File: src/sv/ghe_pkg.sv
// Shared types and constants for the geohash point encoder.
// Depends on nothing; every other file refers to it by scoped names.
`timescale 1ns / 1ps

package ghe_pkg;

  localparam int MAX_CHARS_DEF       = 63;
  localparam int COORD_FRAC_BITS_DEF = 23;

  localparam int LAT_W    = 31;
  localparam int LON_W    = 32;
  localparam int COUNT_W  = 6;
  localparam int CHAR_W   = 7;
  localparam int CODE_W   = 5;
  localparam int BOUND_W  = 64;
  localparam int BOUND_FRAC_BITS = 55;

  // Bounds are offset binary (value + 2^63) in units of 2^-55 degree.
  localparam logic [BOUND_W-1:0] SIGN_BIAS = 64'h8000_0000_0000_0000;
  localparam logic [BOUND_W-1:0] LAT_LO_INIT = SIGN_BIAS - (64'd90 << BOUND_FRAC_BITS);
  localparam logic [BOUND_W-1:0] LAT_HI_INIT = SIGN_BIAS + (64'd90 << BOUND_FRAC_BITS);
  localparam logic [BOUND_W-1:0] LON_LO_INIT = SIGN_BIAS - (64'd180 << BOUND_FRAC_BITS);
  localparam logic [BOUND_W-1:0] LON_HI_INIT = SIGN_BIAS + (64'd180 << BOUND_FRAC_BITS);

  // Base32 geohash alphabet: 0-9 b-z without a, i, l, o.
  localparam logic [CHAR_W-1:0] GH_ALPHABET [0:31] = '{
    7'h30, 7'h31, 7'h32, 7'h33, 7'h34, 7'h35, 7'h36, 7'h37,
    7'h38, 7'h39, 7'h62, 7'h63, 7'h64, 7'h65, 7'h66, 7'h67,
    7'h68, 7'h6a, 7'h6b, 7'h6d, 7'h6e, 7'h70, 7'h71, 7'h72,
    7'h73, 7'h74, 7'h75, 7'h76, 7'h77, 7'h78, 7'h79, 7'h7a
  };

  // One point waiting for the bisection engine, count already clamped.
  typedef struct packed {
    logic signed [LAT_W-1:0] latitude;
    logic signed [LON_W-1:0] longitude;
    logic [COUNT_W-1:0]      char_count;
  } job_t;

endpackage

File: src/sv/ghe_stream_if.sv
// Valid/ready channels of the geohash point encoder: point requests in,
// characters out. Depends on ghe_pkg for field widths.
`timescale 1ns / 1ps

interface ghe_in_if;
  logic                                 valid;
  logic                                 ready;
  logic signed [ghe_pkg::LAT_W-1:0]     latitude;
  logic signed [ghe_pkg::LON_W-1:0]     longitude;
  logic [ghe_pkg::COUNT_W-1:0]          char_count;

  modport source (output valid, latitude, longitude, char_count, input ready);
  modport sink   (input valid, latitude, longitude, char_count, output ready);
endinterface

interface ghe_out_if;
  logic                          valid;
  logic                          ready;
  logic [ghe_pkg::CHAR_W-1:0]    hash_char;
  logic                          last_char;

  modport source (output valid, hash_char, last_char, input ready);
  modport sink   (input valid, hash_char, last_char, output ready);
endinterface

File: src/sv/ghe_front.sv
// Front end: accepts point requests, clamps the character count and
// holds them in a two-entry queue for the engine. Uses ghe_pkg, ghe_in_if.
`timescale 1ns / 1ps

module ghe_front #(
  parameter int MAX_CHARS = ghe_pkg::MAX_CHARS_DEF
) (
  input  logic           clk,
  input  logic           rst_n,
  ghe_in_if.sink         in_stream,
  output logic           job_valid,
  output ghe_pkg::job_t  job,
  input  logic           job_pop
);

  localparam int QDEPTH = 2;
  localparam int PTR_W  = $clog2(QDEPTH);
  localparam int FILL_W = $clog2(QDEPTH + 1);

  ghe_pkg::job_t         queue_r [QDEPTH];
  logic [PTR_W-1:0]      wr_ptr_r;
  logic [PTR_W-1:0]      rd_ptr_r;
  logic [FILL_W-1:0]     fill_r;
  ghe_pkg::job_t         job_nxt;
  logic                  push;
  logic                  pop;

  // Clamp the count into 1..MAX_CHARS.
  always_comb begin
    job_nxt.latitude   = in_stream.latitude;
    job_nxt.longitude  = in_stream.longitude;
    job_nxt.char_count = in_stream.char_count;
    priority if (in_stream.char_count == '0) begin
      job_nxt.char_count = ghe_pkg::COUNT_W'(1);
    end else if (in_stream.char_count > ghe_pkg::COUNT_W'(MAX_CHARS)) begin
      job_nxt.char_count = ghe_pkg::COUNT_W'(MAX_CHARS);
    end
  end

  assign in_stream.ready = (fill_r != FILL_W'(QDEPTH));
  assign push      = in_stream.valid && in_stream.ready;
  assign job_valid = (fill_r != '0);
  assign pop       = job_pop && job_valid;
  assign job       = queue_r[rd_ptr_r];

  always_ff @(posedge clk) begin
    if (push) begin
      queue_r[wr_ptr_r] <= job_nxt;
    end
  end

  always_ff @(posedge clk) begin
    if (!rst_n) begin
      wr_ptr_r <= '0;
      rd_ptr_r <= '0;
      fill_r   <= '0;
    end else begin
      if (push) begin
        wr_ptr_r <= wr_ptr_r + PTR_W'(1);
      end
      if (pop) begin
        rd_ptr_r <= rd_ptr_r + PTR_W'(1);
      end
      if (push && !pop) begin
        fill_r <= fill_r + FILL_W'(1);
      end else if (pop && !push) begin
        fill_r <= fill_r - FILL_W'(1);
      end
    end
  end

endmodule

File: src/sv/ghe_engine.sv
// Back end: bisects longitude and latitude one bit per cycle unless a full
// output register stalls it, packs five bits into a character and holds it
// in an output register. Uses ghe_pkg and ghe_out_if.
`timescale 1ns / 1ps

module ghe_engine #(
  parameter int MAX_CHARS       = ghe_pkg::MAX_CHARS_DEF,
  parameter int COORD_FRAC_BITS = ghe_pkg::COORD_FRAC_BITS_DEF
) (
  input  logic           clk,
  input  logic           rst_n,
  input  logic           job_valid,
  input  ghe_pkg::job_t  job,
  output logic           job_pop,
  ghe_out_if.source      out_stream
);

  localparam int CNT_W   = $clog2(MAX_CHARS + 1);
  localparam int SHIFT   = ghe_pkg::BOUND_FRAC_BITS - COORD_FRAC_BITS;
  localparam int THR_W   = ghe_pkg::BOUND_W - SHIFT;
  localparam int BW      = ghe_pkg::BOUND_W;
  localparam int PHASE_W = $clog2(ghe_pkg::CODE_W);

  typedef enum logic {ST_IDLE, ST_RUN} state_t;

  state_t                         state_r;
  logic signed [ghe_pkg::LAT_W-1:0] lat_r;
  logic signed [ghe_pkg::LON_W-1:0] lon_r;
  logic [CNT_W-1:0]               left_r;
  logic [PHASE_W-1:0]             phase_r;
  logic [ghe_pkg::CODE_W-2:0]     code_r;
  logic                           lon_turn_r;
  logic [BW-1:0]                  lat_lo_r, lat_hi_r, lon_lo_r, lon_hi_r;
  logic                           out_valid_r;
  logic [ghe_pkg::CHAR_W-1:0]     char_r;
  logic                           last_r;

  logic [BW-1:0]                  lo_sel, hi_sel, mid;
  logic [BW:0]                    sum;
  logic [THR_W-1:0]               top;
  logic signed [THR_W-1:0]        thr;
  logic signed [ghe_pkg::LON_W-1:0] thr_ext, coord_sel;
  logic                           bit_v;
  logic [ghe_pkg::CODE_W-1:0]     code_nxt;
  logic                           char_step, slot_free, advance;

  always_comb begin
    lo_sel    = lon_turn_r ? lon_lo_r : lat_lo_r;
    hi_sel    = lon_turn_r ? lon_hi_r : lat_hi_r;
    sum       = {1'b0, lo_sel} + {1'b0, hi_sel};
    mid       = sum[BW:1];
    // Threshold in coordinate units: top bits of the midpoint, bias removed.
    top       = mid[BW-1:SHIFT];
    thr       = {~top[THR_W-1], top[THR_W-2:0]};
    thr_ext   = ghe_pkg::LON_W'(thr);
    coord_sel = lon_turn_r ? lon_r : ghe_pkg::LON_W'(lat_r);
    bit_v     = (coord_sel > thr_ext);
    code_nxt  = {code_r, bit_v};
  end

  assign char_step = (phase_r == PHASE_W'(ghe_pkg::CODE_W - 1));
  assign slot_free = !out_valid_r || out_stream.ready;
  assign advance   = (state_r == ST_RUN) && (!char_step || slot_free);
  assign job_pop   = (state_r == ST_IDLE) && job_valid;

  assign out_stream.valid     = out_valid_r;
  assign out_stream.hash_char = char_r;
  assign out_stream.last_char = last_r;

  always_ff @(posedge clk) begin
    if (!rst_n) begin
      state_r     <= ST_IDLE;
      out_valid_r <= 1'b0;
    end else begin
      // Drop the held character once taken, unless a new one replaces it.
      if (out_valid_r && out_stream.ready && !(advance && char_step)) begin
        out_valid_r <= 1'b0;
      end
      unique case (state_r)
        ST_IDLE: begin
          if (job_valid) begin
            lat_r      <= job.latitude;
            lon_r      <= job.longitude;
            left_r     <= job.char_count[CNT_W-1:0];
            phase_r    <= '0;
            code_r     <= '0;
            lon_turn_r <= 1'b1;
            lat_lo_r   <= ghe_pkg::LAT_LO_INIT;
            lat_hi_r   <= ghe_pkg::LAT_HI_INIT;
            lon_lo_r   <= ghe_pkg::LON_LO_INIT;
            lon_hi_r   <= ghe_pkg::LON_HI_INIT;
            state_r    <= ST_RUN;
          end
        end
        ST_RUN: begin
          if (advance) begin
            // Raise the lower bound on a one, lower the upper bound on a zero.
            if (lon_turn_r) begin
              if (bit_v) lon_lo_r <= mid;
              else       lon_hi_r <= mid;
            end else begin
              if (bit_v) lat_lo_r <= mid;
              else       lat_hi_r <= mid;
            end
            lon_turn_r <= !lon_turn_r;
            if (char_step) begin
              out_valid_r <= 1'b1;
              char_r      <= ghe_pkg::GH_ALPHABET[code_nxt];
              last_r      <= (left_r == CNT_W'(1));
              phase_r     <= '0;
              code_r      <= '0;
              left_r      <= left_r - CNT_W'(1);
              if (left_r == CNT_W'(1)) begin
                state_r <= ST_IDLE;
              end
            end else begin
              phase_r <= phase_r + PHASE_W'(1);
              code_r  <= code_nxt[ghe_pkg::CODE_W-2:0];
            end
          end
        end
        default: state_r <= ST_IDLE;
      endcase
    end
  end

endmodule

File: src/sv/geohash_point_encoder_top.sv
// Geohash point encoder: one bisection bit per cycle in a shared engine,
// five bits per character, up to MAX_CHARS characters per point. A full
// output register stalls the engine. A two-entry request queue sits in front.
// Reset (rst_n low, synchronous) empties the queue and idles the engine.
`timescale 1ns / 1ps

module geohash_point_encoder_top #(
  parameter int MAX_CHARS       = ghe_pkg::MAX_CHARS_DEF,
  parameter int COORD_FRAC_BITS = ghe_pkg::COORD_FRAC_BITS_DEF
) (
  input  logic        clk,
  input  logic        rst_n,
  ghe_in_if.sink      in_stream,
  ghe_out_if.source   out_stream
);

  logic           job_valid;
  logic           job_pop;
  ghe_pkg::job_t  job;

  ghe_front #(
    .MAX_CHARS (MAX_CHARS)
  ) u_front (
    .clk       (clk),
    .rst_n     (rst_n),
    .in_stream (in_stream),
    .job_valid (job_valid),
    .job       (job),
    .job_pop   (job_pop)
  );

  ghe_engine #(
    .MAX_CHARS       (MAX_CHARS),
    .COORD_FRAC_BITS (COORD_FRAC_BITS)
  ) u_engine (
    .clk        (clk),
    .rst_n      (rst_n),
    .job_valid  (job_valid),
    .job        (job),
    .job_pop    (job_pop),
    .out_stream (out_stream)
  );

endmodule

File: src/flat_wrapper.sv
// flat-port wrapper written by rule: the top's interface ports become plain ports
module geohash_point_encoder_top_flat 
#(
  parameter int MAX_CHARS       = ghe_pkg::MAX_CHARS_DEF,
  parameter int COORD_FRAC_BITS = ghe_pkg::COORD_FRAC_BITS_DEF
)
  (clk, rst_n, in_stream_valid, in_stream_latitude, in_stream_longitude, in_stream_char_count, in_stream_ready, out_stream_valid, out_stream_hash_char, out_stream_last_char, out_stream_ready);
  ghe_in_if in_stream_i ();
  ghe_out_if out_stream_i ();
  input  logic clk;
  input  logic rst_n;
  input wire logic [$bits(in_stream_i.valid)-1:0] in_stream_valid;
  input wire logic [$bits(in_stream_i.latitude)-1:0] in_stream_latitude;
  input wire logic [$bits(in_stream_i.longitude)-1:0] in_stream_longitude;
  input wire logic [$bits(in_stream_i.char_count)-1:0] in_stream_char_count;
  output wire logic [$bits(in_stream_i.ready)-1:0] in_stream_ready;
  output wire logic [$bits(out_stream_i.valid)-1:0] out_stream_valid;
  output wire logic [$bits(out_stream_i.hash_char)-1:0] out_stream_hash_char;
  output wire logic [$bits(out_stream_i.last_char)-1:0] out_stream_last_char;
  input wire logic [$bits(out_stream_i.ready)-1:0] out_stream_ready;
  assign in_stream_i.valid = in_stream_valid;
  assign in_stream_i.latitude = in_stream_latitude;
  assign in_stream_i.longitude = in_stream_longitude;
  assign in_stream_i.char_count = in_stream_char_count;
  assign in_stream_ready = in_stream_i.ready;
  assign out_stream_valid = out_stream_i.valid;
  assign out_stream_hash_char = out_stream_i.hash_char;
  assign out_stream_last_char = out_stream_i.last_char;
  assign out_stream_i.ready = out_stream_ready;
  geohash_point_encoder_top #(.MAX_CHARS(MAX_CHARS), .COORD_FRAC_BITS(COORD_FRAC_BITS)) u_core (.clk(clk), .rst_n(rst_n), .in_stream(in_stream_i), .out_stream(out_stream_i));
endmodule
File: config.mk
export PLATFORM = sky130hd
export DESIGN_NAME = geohash_point_encoder_top_flat
export DESIGN_NICKNAME = d
export VERILOG_FILES = /design/src/sv/ghe_pkg.sv /design/src/sv/ghe_stream_if.sv /design/src/sv/ghe_front.sv /design/src/sv/ghe_engine.sv /design/src/sv/geohash_point_encoder_top.sv /design/src/flat_wrapper.sv
export SDC_FILE = /design/constraint.sdc
export NUM_CORES = 1
export LEC_CHECK = 0
export ABC_CLOCK_PERIOD_IN_PS = 9280
export BUFFER_PORTS_ARGS = -buffer_cell sky130_fd_sc_hd__buf_4
export CAP_MARGIN = 20
export CORE_ASPECT_RATIO = 1.5
export CORE_MARGIN = 3
export CORE_UTILIZATION = 35
export DETAILED_ROUTE_END_ITERATION = 10
export PLACE_DENSITY = 0.47
export SLEW_MARGIN = 10
export SYNTH_ARGS = -nofsm -noshare
export SYNTH_HDL_FRONTEND = slang
export SYNTH_SLANG_ARGS = --single-unit
File: constraint.sdc
create_clock -name clk -period 9.28 [get_ports clk]
set_input_delay 1.856 -clock clk [delete_from_list [all_inputs] [get_ports clk]]
set_output_delay 1.856 -clock clk [all_outputs]
set_load 0.01 [all_outputs]
==> out/metrics.yaml <==
rsz0062_at_grt: "false"
setup.worst_path.class: "register to register"
die_h_um: 322
m1WireLength_mm: 20.8
post-dp-hpwl_mm: 38.0
cts_tree: "yes"
cp.required_ns: 9.52
path_clk_slew_ns: 0.07
status: "completed"
synth-edff-count: 478
via_per_inst: 5.10
ys_ff_latch: 485
drv_slew: 0
cp-startpoint: "u_core.u_engine.lon_turn_r"
crit-reg2reg-launch: "u_core.u_engine.lon_turn_r"
synth.yosys.seq_area_share_pct: 62.4
io_pins: 83
reg2reg_to: "u_core.u_engine.lon_hi_r[54]"
fin_tns_setup_ns: 0
avgRoutedWirePerCell_um: 20.5
cts.sinks: 485
remaining_drc_errors: 0
fill_cells: 6295
synth_warnings: 0
synth-async-reset-ratio_pct: 0
slew_headroom_pct: 34.6
start_kind: "register"
start_util_pct: 35.4
endpoint: "u_core.u_engine.lon_hi_r[54]"
hp-class: "register to register"
syn_area_um2: 23200
route.met3.wl_mm: 1.75
route.vias.total: 13589
cts_buffers: 48
cts_resized: 0
hold_buffers: 0
root_buffer: "clkbuf_16"
worstPathArrival_ns: 8.08
syn-num-nets: 1848
num-nets-final: 1926
rows: 115
min_period_ns: 7.84
grt_usage_pct: 15.7
routed_wl_mm: 54.7
drive_above_1_share_pct: 23.9
fin_crit_sh_pct: 84.5
syn_area_per_cell_um2: 13.9
reg2reg_depth: 23
hold_viol: 0
fmax_mhz: 128
worstSkewPairLatency_ns: 0.60
grt.overflow.total: 0
grt_pass1_vias: 14419
r2r_slack_ns: 1.44
grt_start_max_net_pins: 67
grt_pass1_wl_mm: 83.9
wl_met2_mm: 29.2
die_area_um2: 69600
tightest_slew_ns: 0.980
top_layer: "met4"
critPathMaxFanout: 66
core_area_um2: 65600
cp-end-kind: "register"
drt_pass1_iterations: 5
synth_cell_type_count: 77
n_antenna_cell: 0
clk_path_buf_depth: 3
syn-instance-count: 1668
drt_iter0_drc: 631
setup_viol: 0
final_antenna_net_count: 0
maxCapViolCount: 0
port_buffers: 81
cts_max_level: 2
fin_skew_ns: 0.0310
place_congestion: 0.861
syn2layout_area_growth_pct: 14.4
die_x_um: 216
antenna_found_initial: 0
synthFlopType: "edfxtp_1"
postCtsSetupBuffers: 0
## through the flow
step	hold WS [ns]	utilization, %	cells	setup WS [ns]	cell area (µm²)
after floorplan	0.474	-	1668	0.758	23200
after global routing	0.556	40.5	2663	0.828	26600
final	0.535	40.5	2663	1.44	26600
after CTS	0.535	40.5	2662	0.935	26600
after detailed placement	0.522	38.0	2572	0.957	24900
after global placement	0.501	38.0	2572	1.04	24900
## critical path, stage by stage (launching register included)
cell	delay (ns)
edfxtp_1	0.65
buf_16	0.22
buf_12	0.33
mux2_2	0.38
ha_1	0.41
a21oi_1	0.22
o21ai_0	0.15
a21o_1	0.21
a211oi_1	0.36
o21a_1	0.24
a22oi_2	0.13
a21oi_1	0.65
o21a_1	0.33
inv_1	0.07
ha_1	0.38
nand4_1	0.22
nor4_1	0.50
nand2_1	0.10
o21ai_0	0.17
mux2i_1	0.10
buf_4	0.18
inv_1	0.17
a31o_4	0.71
buf_4	0.47
## metal layers
layer,vias to the layer above,track usage [%]
met4,0,8.15
met1,6679,16.8
li1,6542,-
met2,241,29.4
met5,-,0
met3,127,2.65
## cell type report
cell class	count	area (µm²)	share of cell area, %
clock buffer	55	1250	4.70
clock inverter	35	383	1.44
inverter	47	176	0.664
multi-input combinational	1061	8310	31.3
sequential	485	14500	54.5
tap	877	1100	4.13
timing repair buffer	103	868	3.27
## cells in the mapped netlist (4+ instances only)
library cell	instances	area share, %
a211oi_1	7	0.23
a21boi_0	8	0.26
a21o_1	49	1.6
a21oi_1	98	2.1
a31oi_1	10	0.27
and2_1	10	0.27
and3_1	19	0.51
buf_2	13	0.28
clkbuf_1	58	0.94
dfxtp_1	7	0.60
edfxtp_1	478	62
ha_1	106	5.7
inv_1	46	0.74
mux2_2	216	10
mux2i_1	14	0.60
nand2_1	88	1.4
nand2b_1	13	0.35
nand3_1	12	0.26
nand4_1	32	0.86
nor2_1	99	1.6
nor2b_1	9	0.24
nor3_1	22	0.47
nor3b_1	5	0.16
o211ai_1	8	0.26
o21a_1	17	0.55
o21ai_0	53	1.1
o21ai_1	6	0.13
o21bai_1	18	0.58
o31ai_1	7	0.23
or3_1	4	0.11
or4_1	4	0.13
xnor2_1	41	1.5
xor2_1	18	0.68
## flip-flops by register name, summed over array words and instances (netlist names), 2 cells and up, named ones only
register and count:
u_core.u_front.queue_r 138, u_core.u_engine.out_stream.hash_char 6, u_core.u_front.fill_r 2, u_core.u_engine.lon_hi_r 64, u_core.u_engine.left_r 6, u_core.u_engine.lat_hi_r 64, u_core.u_engine.lon_lo_r 64, u_core.u_engine.lon_r 32
u_core.u_engine.lat_r 31, u_core.u_engine.lat_lo_r 64, u_core.u_engine.phase_r 3, u_core.u_engine.code_r 4
## kinds of logic (layout without fill, tap and decap cells)
family | after synthesis | after routing | synth area share (%)
compound gates | 327 | 327 | 9.36
xor+xnor | 59 | 59 | 2.22
fa+ha+maj | 107 | 107 | 5.79
buf+inv | 122 | 240 | 2.07
flops | 485 | 485 | 62.4
mux | 233 | 233 | 11.2
other cells | 1 | 1 | 0.0161
simple gates | 334 | 334 | 6.95
## layout by cell type (no fill, tap or decap), types with 12 or more instances in the layout
cell and instances:
a21o_1 49, a21oi_1 97, and3_1 18, buf_4 96, clkbuf_16 49, clkinv_2 14, edfxtp_1 478, ha_1 106
inv_1 46, mux2_2 216, mux2i_1 14, nand2_1 88, nand2b_1 13, nand3_1 12, nand4_1 32, nor2_1 95
nor3_1 22, o21a_1 17, o21ai_0 53, o21bai_1 18, xnor2_1 41, xor2_1 18
## worst min path at each step
stage	endpoint	startpoint	cells after the start
3_3_place_gp	u_core.u_front.fill_r[1]	u_core.u_front.fill_r[1]	2
3_5_place_dp	u_core.u_front.fill_r[1]	u_core.u_front.fill_r[1]	2
5_1_grt	u_core.u_engine.lon_r[21]	u_core.u_front.queue_r[1][27]	1
6_report	u_core.u_front.fill_r[1]	u_core.u_front.fill_r[1]	2
2_1_floorplan	u_core.u_front.fill_r[1]	u_core.u_front.fill_r[1]	2
4_1_cts	u_core.u_front.fill_r[1]	u_core.u_front.fill_r[1]	2
Power is left out: the tool's default activity adds up to more than one toggle a clock period on the data nets, which glitch-free logic cannot reach.
